==> src/rtl/dia_pkg.sv <==
// Package for the descriptor index allocator.
// Holds field widths, register defaults, codes, controller states and the
// command and status structs shared by the controller and the datapath.
package dia_pkg;

   localparam int IDX_W        = 10;
   localparam int MODE_W       = 2;
   localparam int STATUS_W     = 2;
   localparam int COUNT_W      = 11;
   localparam int STRIDE_W     = 16;
   localparam int ADDR_W       = 64;
   localparam int CSR_INDEX_W  = 2;
   localparam int CSR_DATA_W   = 64;
   localparam int OFFSET_W     = STRIDE_W + IDX_W;

   localparam int SLOT_DEPTH_DEFAULT = 1024;

   localparam logic [COUNT_W-1:0]  SLOT_COUNT_RESET  = COUNT_W'(1024);
   localparam logic [STRIDE_W-1:0] SLOT_STRIDE_RESET = STRIDE_W'(32);
   localparam logic [ADDR_W-1:0]   CPU_BASE_RESET    = '0;
   localparam logic [ADDR_W-1:0]   GPU_BASE_RESET    = '0;

   typedef enum logic [MODE_W-1:0] {
      MODE_ALLOC = 2'd0,
      MODE_FREE  = 2'd1,
      MODE_INIT  = 2'd2,
      MODE_NONE  = 2'd3
   } dia_mode_type;

   typedef enum logic [STATUS_W-1:0] {
      STATUS_OK    = 2'd0,
      STATUS_EMPTY = 2'd1,
      STATUS_FULL  = 2'd2,
      STATUS_RSVD  = 2'd3
   } dia_status_type;

   typedef enum logic [CSR_INDEX_W-1:0] {
      CSR_SLOT_COUNT  = 2'd0,
      CSR_SLOT_STRIDE = 2'd1,
      CSR_CPU_BASE    = 2'd2,
      CSR_GPU_BASE    = 2'd3
   } dia_csr_type;

   typedef enum logic [1:0] {
      RSP_ZERO  = 2'd0,
      RSP_EMPTY = 2'd1,
      RSP_FULL  = 2'd2,
      RSP_ALLOC = 2'd3
   } dia_rsp_kind_type;

   typedef enum logic [1:0] {
      ST_IDLE  = 2'd0,
      ST_ALLOC = 2'd1,
      ST_INIT  = 2'd2
   } dia_state_type;

   typedef struct packed {
      logic             alloc_issue;
      logic             alloc_finish;
      logic             free_push;
      logic             init_start;
      logic             init_step;
      logic             rsp_load;
      dia_rsp_kind_type rsp_kind;
   } dia_cmd_type;

   typedef struct packed {
      logic list_empty;
      logic list_full;
      logic init_none;
      logic init_last;
   } dia_stat_type;

endpackage

==> src/rtl/dia_ctrl.sv <==
// Controller state machine of the descriptor index allocator.
// Depends on dia_pkg; drives the datapath through dia_cmd_type.
module dia_ctrl (
   input  logic                  clock,
   input  logic                  reset,
   input  logic                  start,
   input  logic [dia_pkg::MODE_W-1:0] mode,
   input  dia_pkg::dia_stat_type stat,
   output logic                  busy,
   output dia_pkg::dia_cmd_type  cmd
);

   dia_pkg::dia_state_type state_ff;
   dia_pkg::dia_state_type state_in;
   dia_pkg::dia_mode_type  mode_code;

   assign mode_code = dia_pkg::dia_mode_type'(mode);

   always_ff @(posedge clock) begin
      if (reset) begin
         state_ff <= dia_pkg::ST_IDLE;
      end else begin
         state_ff <= state_in;
      end
   end

   always_comb begin
      state_in = state_ff;
      case (state_ff)
         dia_pkg::ST_IDLE: begin
            if (start) begin
               if (mode_code == dia_pkg::MODE_ALLOC && !stat.list_empty) begin
                  state_in = dia_pkg::ST_ALLOC;
               end else if (mode_code == dia_pkg::MODE_INIT && !stat.init_none) begin
                  state_in = dia_pkg::ST_INIT;
               end
            end
         end
         dia_pkg::ST_ALLOC: begin
            state_in = dia_pkg::ST_IDLE;
         end
         dia_pkg::ST_INIT: begin
            if (stat.init_last) begin
               state_in = dia_pkg::ST_IDLE;
            end
         end
         default: begin
            state_in = dia_pkg::ST_IDLE;
         end
      endcase
   end

   always_comb begin
      cmd  = '0;
      busy = 1'b1;
      case (state_ff)
         dia_pkg::ST_IDLE: begin
            busy = 1'b0;
            if (start) begin
               case (mode_code)
                  dia_pkg::MODE_ALLOC: begin
                     if (stat.list_empty) begin
                        cmd.rsp_load = 1'b1;
                        cmd.rsp_kind = dia_pkg::RSP_EMPTY;
                     end else begin
                        cmd.alloc_issue = 1'b1;
                     end
                  end
                  dia_pkg::MODE_FREE: begin
                     cmd.rsp_load = 1'b1;
                     if (stat.list_full) begin
                        cmd.rsp_kind = dia_pkg::RSP_FULL;
                     end else begin
                        cmd.free_push = 1'b1;
                        cmd.rsp_kind  = dia_pkg::RSP_ZERO;
                     end
                  end
                  dia_pkg::MODE_INIT: begin
                     cmd.init_start = 1'b1;
                     if (stat.init_none) begin
                        cmd.rsp_load = 1'b1;
                        cmd.rsp_kind = dia_pkg::RSP_ZERO;
                     end
                  end
                  default: begin
                     cmd.rsp_load = 1'b1;
                     cmd.rsp_kind = dia_pkg::RSP_ZERO;
                  end
               endcase
            end
         end
         dia_pkg::ST_ALLOC: begin
            cmd.alloc_finish = 1'b1;
            cmd.rsp_load     = 1'b1;
            cmd.rsp_kind     = dia_pkg::RSP_ALLOC;
         end
         dia_pkg::ST_INIT: begin
            cmd.init_step = 1'b1;
            if (stat.init_last) begin
               cmd.rsp_load = 1'b1;
               cmd.rsp_kind = dia_pkg::RSP_ZERO;
            end
         end
         default: begin
            busy = 1'b1;
         end
      endcase
   end

   assert property (@(posedge clock) disable iff (reset)
      cmd.alloc_issue |=> state_ff == dia_pkg::ST_ALLOC)
      else $error("alloc issue did not enter ALLOC");

   assert property (@(posedge clock) disable iff (reset)
      state_ff == dia_pkg::ST_ALLOC |=> state_ff == dia_pkg::ST_IDLE)
      else $error("ALLOC lasted more than one cycle");

   assert property (@(posedge clock) disable iff (reset)
      (cmd.init_step && !stat.init_last) |=> state_ff == dia_pkg::ST_INIT)
      else $error("init walk left early");

endmodule

==> config.mk <==
export PLATFORM = sky130hd
export DESIGN_NAME = dia_ctrl
export DESIGN_NICKNAME = d
export VERILOG_FILES = /design/src/rtl/dia_pkg.sv /design/src/rtl/dia_ctrl.sv
export SDC_FILE = /design/constraint.sdc
export NUM_CORES = 1
export LEC_CHECK = 0
export BUFFER_PORTS_ARGS = -buffer_cell sky130_fd_sc_hd__buf_2
export CORE_AREA = 2 2 39 41
export DETAILED_ROUTE_END_ITERATION = 16
export DIE_AREA = 0 0 41 43
export HOLD_SLACK_MARGIN = 0.03
export SETUP_SLACK_MARGIN = 0.2
export SLEW_MARGIN = 40
export SYNTH_ARGS = -nofsm -noshare
export SYNTH_HDL_FRONTEND = slang
export SYNTH_SLANG_ARGS = --single-unit
==> constraint.sdc <==
create_clock -name clock -period 2.5 [get_ports clock]
set_input_delay 0.25 -clock clock [delete_from_list [all_inputs] [get_ports clock]]
set_output_delay 0.25 -clock clock [all_outputs]
set_load 0.1 [all_outputs]
Word-level counts from Yosys, hierarchy flattened:

Index checks and enable logic that the tools add are counted.

* logic and storage cells: 39
* flip-flop bits (word level): 2
* output and inout port bits: 9

* multiplexer cells: 24
* reductions and logical operators: 7
* eq/ne operators: 7

Operators with widths (count)
* one-hot mux 3 bit (3 select lines): 2
* two-way mux 2 bit: 7
* two-way mux 3 bit: 4
* two-way mux 1 bit: 10
* equality test 2 x 1 -> 1 bit (second input constant): 2
* equality test 2 bit (second input constant): 2
* zero test 2 bit: 2
* != test 2 bit (second input constant): 2
* one-hot mux 2 bit (2 select lines): 1
* != test 3 bit (second input constant): 1
* AND reduction 3 bit: 1
* logical AND 1 bit: 2
* zero test 1 bit: 2

Depth between registers and ports, before layout:

* depth in word-level cells: 6
* gate-level depth with buffers: 3

Worst setup path before layout:

No wires, ideal clock.

* path type: reg2out
* start point: register state_ff[0]
* end point: output port cmd[5] in the netlist's numbering
* arrival: 3657 ps
* path buffers: 0
* cell stages (with the launch flop): 3
* data required time: 2250 ps
* slack: -1407 ps
* cell sequence: dfxtp_1 or2_4 nor4_1

RTL lines
* from (decl): line dia_ctrl.sv:13 `dia_pkg::dia_state_type state_ff;`
* from (signal assigned): line dia_ctrl.sv:21 `state_ff <= dia_pkg::ST_IDLE;`
* from (signal assigned): line dia_ctrl.sv:23 `state_ff <= state_in;`
* to (decl): line dia_ctrl.sv:10 `output dia_pkg::dia_cmd_type cmd`

==> impl_metrics.py <==
metrics = {
    "outcome": {
        "status": "completed",
    },
    "power": {
        "p_switching_uw": 75.76,
        "powerDensity_nw_per_um2": 508.9,
        "peakVddDrop_uv": 131.4,
        "p_seq_share_pct": 19.2,
        "netSwitchingFraction_pct": 42.64,
        "p_leak_nw": 0.1684,
        "p_int_uw": 101.9,
        "pwr-share-clk_pct": 39.6,
        "power_frac_comb_pct": 41.2,
    },
    "clocking": {
        "cts_buffers": 3,
        "clk_pin_slew_ns": 0.03,
        "cts.sinks": 2,
        "clock_latency_ns": 0.22,
        "cts_hold_buf": 0,
        "htree_levels": 1,
        "cts_buffer_depth": 2,
        "postCtsResizedCells": 0,
        "post-cts-setup-buffer-count": 0,
        "cts_tree": "built",
        "cts_root_buf": "clkbuf_4",
    },
    "routing": {
        "ant_nets": 0,
        "viasPerCell": 4.050,
        "drtIter0Drc": 3,
        "drtPass1Iterations": 2,
        "post_drt_wl_per_cell_um": 9.933,
        "vias": 243,
        "totalWireLength_um": 596,
        "drc": 0,
    },
    "final_layout": {
        "instances_no_fill": 60,
        "antenna_cells": 0,
        "drive_above_1_share_pct": 59.09,
        "area_delta_synth_final_pct": 78.85,
        "top_regs": "state_ff: 2 flops",
        "fin_nets": 55,
        "largest_register": "state_ff",
        "largest_reg_flops": 2,
    },
    "synthesis": {
        "yosys.area_share.simple_pct": 53.85,
        "synthTopCellsByCount": "4 x nor2b_1, 3 x nor2_1, 2 x a31oi_1, 2 x dfxtp_1, 2 x nand2b_1",
        "syn_nets": 33,
        "async_flop_share_pct": 0,
        "ys_warn_count": 0,
        "ys_seq_area_share_pct": 20.51,
        "synth_xor_xnor_area_share_pct": 0,
        "synth_fa_ha_area_share_pct": 0,
        "synth_ff_type": "dfxtp_1",
        "postSynthCellCount": 24,
        "synth-compound-area-share_pct": 23.72,
        "synth_area_leaders": "dfxtp_1 21%, nor2b_1 13%, nor4_4 11%",
        "synth-seq-cells": 2,
        "synth-edff-count": 0,
        "synth_top_family_by_area": "simple AND/OR/NAND/NOR gates",
        "synthMostInstantiatedCell": "nor2b_1",
        "netlist_area_um2": 195.2,
        "synth_mux_area_share_pct": 0,
        "synth_cell_types": 16,
        "yosysTopAreaCell": "dfxtp_1",
        "synth_top_area_share_pct": 20.51,
        "synth_area_per_cell_um2": 8.133,
    },
    "timing": {
        "setup_violations": 0,
        "finalCriticalPeriod_ns": 1.866,
        "rsz0062_at_grt": "no",
        "setup_tns_ns": 0,
        "fmax_mhz": 535.8,
        "period_share_pct": 74.65,
        "hold_violations": 0,
        "fin_skew_ns": 0.003482,
        "tightest_slew_ns": 0.4756,
        "relSlewSlack_pct": 67.48,
        "final_max_slew_viol_count": 0,
    },
    "floorplanning": {
        "ios": 18,
        "core-area_um2": 1384,
        "rows": 14,
        "initial_core_util_pct": 14.10,
        "die_x_um": 41,
        "die_area_um2": 1763,
        "die_h_um": 43,
    },
    "global_routing": {
        "track_usage_pct": 8.609,
        "grtUsageMet1_pct": 9.236,
        "overflow": 0,
        "grt_pass1_vias": 239,
        "grt_pass1_wl_um": 952,
        "antenna_found_initial": 0,
        "busiest_layer": "met2",
        "grt_max_degree": 9,
        "grtUsageMet3_pct": 4.712,
        "grt_util_met2_pct": 11.25,
    },
    "min_path": {
        "hold_class": "input pin to register",
        "min_path_cells": 2,
    },
    "placement": {
        "placedCellCount": 57,
        "gp_congestion": 0.5891,
        "dpl.hpwl_um": 498.1,
        "numPortBuffers": 17,
    },
    "critical_path": {
        "end_kind": "primary output",
        "cp_max_fo": 8,
        "arrival_ns": 1.62,
        "required_ns": 2.25,
        "worst_r2r_path_depth": 3,
        "worst-setup-path-type": "register to primary output",
        "start_kind": "register",
    },
    "job": {
        "max_cap_viol_count": 0,
    },
}
## metal layers
layer	part of all wire (%)	up-vias
li1	-	130
met1	42	101
met2	46	12
met3	11	0
met4	0	0
met5	0	-
## critical path: stages, from the launching register on
cell and delay (ns):
dfxtp_1 0.37, or2_4 0.31, nor4_4 0.24, buf_2 0.47
## layout by cell type (no fill, tap or decap)
master | synthesis | routed
a2111oi_0 | 1 | 1
a31oi_1 | 2 | 2
and2b_1 | 1 | 1
buf_2 | 0 | 17
clkbuf_4 | 0 | 3
dfxtp_1 | 2 | 2
inv_1 | 1 | 1
nand2b_1 | 2 | 2
nand3b_1 | 1 | 1
nor2_1 | 3 | 2
nor2_2 | 0 | 1
nor2b_1 | 4 | 3
nor2b_2 | 0 | 1
nor3_1 | 1 | 1
nor4_4 | 1 | 2
o21bai_1 | 1 | 1
o2bb2ai_2 | 0 | 1
o31a_1 | 1 | 1
or2_4 | 1 | 1
## per-stage QoR
stage	power (mW)	util, %	setup WS, ns	hold WS (ns)	area (um^2)
after floorplan	0.09101	-	0.3586	0.3264	221.5
after detailed placement	0.1083	23.60	0.8406	0.4277	326.6
after global placement	0.1080	23.60	0.8479	0.4272	326.6
after CTS	0.1812	25.23	0.6037	0.1964	349.1
after global routing	0.1909	25.23	0.5228	0.1948	349.1
final	0.1777	25.23	0.6337	0.2007	349.1
## path summary, 6_finish.rpt
path	from	endpoint	slack [ns]
max	state_ff[0]$_SDFFE_PP0P_	cmd[7]	0.63
min	reset	state_ff[1]$_SDFFE_PP0P_	0.20
max reg2reg	state_ff[0]$_SDFFE_PP0P_	state_ff[0]$_SDFFE_PP0P_	1.38
min reg2reg	state_ff[0]$_SDFFE_PP0P_	state_ff[1]$_SDFFE_PP0P_	0.60
## power by group through the flow
| stage | registers (mW) | logic (mW) | clock network [mW] |
|---|---|---|---|
| after floorplan | 0.0342 | 0.0568 | 0 |
| after global placement | 0.0346 | 0.0734 | 0 |
| after detailed placement | 0.0346 | 0.0737 | 0 |
| after CTS | 0.0342 | 0.0738 | 0.0732 |
| after global routing | 0.0343 | 0.0767 | 0.0798 |
| final | 0.0342 | 0.0732 | 0.0703 |
## kinds of logic after synthesis
group           after synthesis
simple gates                 15
compound gates                6
flops                         2
buf+inv                       1
## final cells by class
class,count,area (um^2)
repair buffers,17,85.08
flip-flops and latches,2,40.04
clock buffers,3,22.52
multi-input cells,21,177.7
fillers,151,1035
well taps,16,20.02
inverters,1,3.754
No activity file was read; power rests on OpenSTA's default activity.
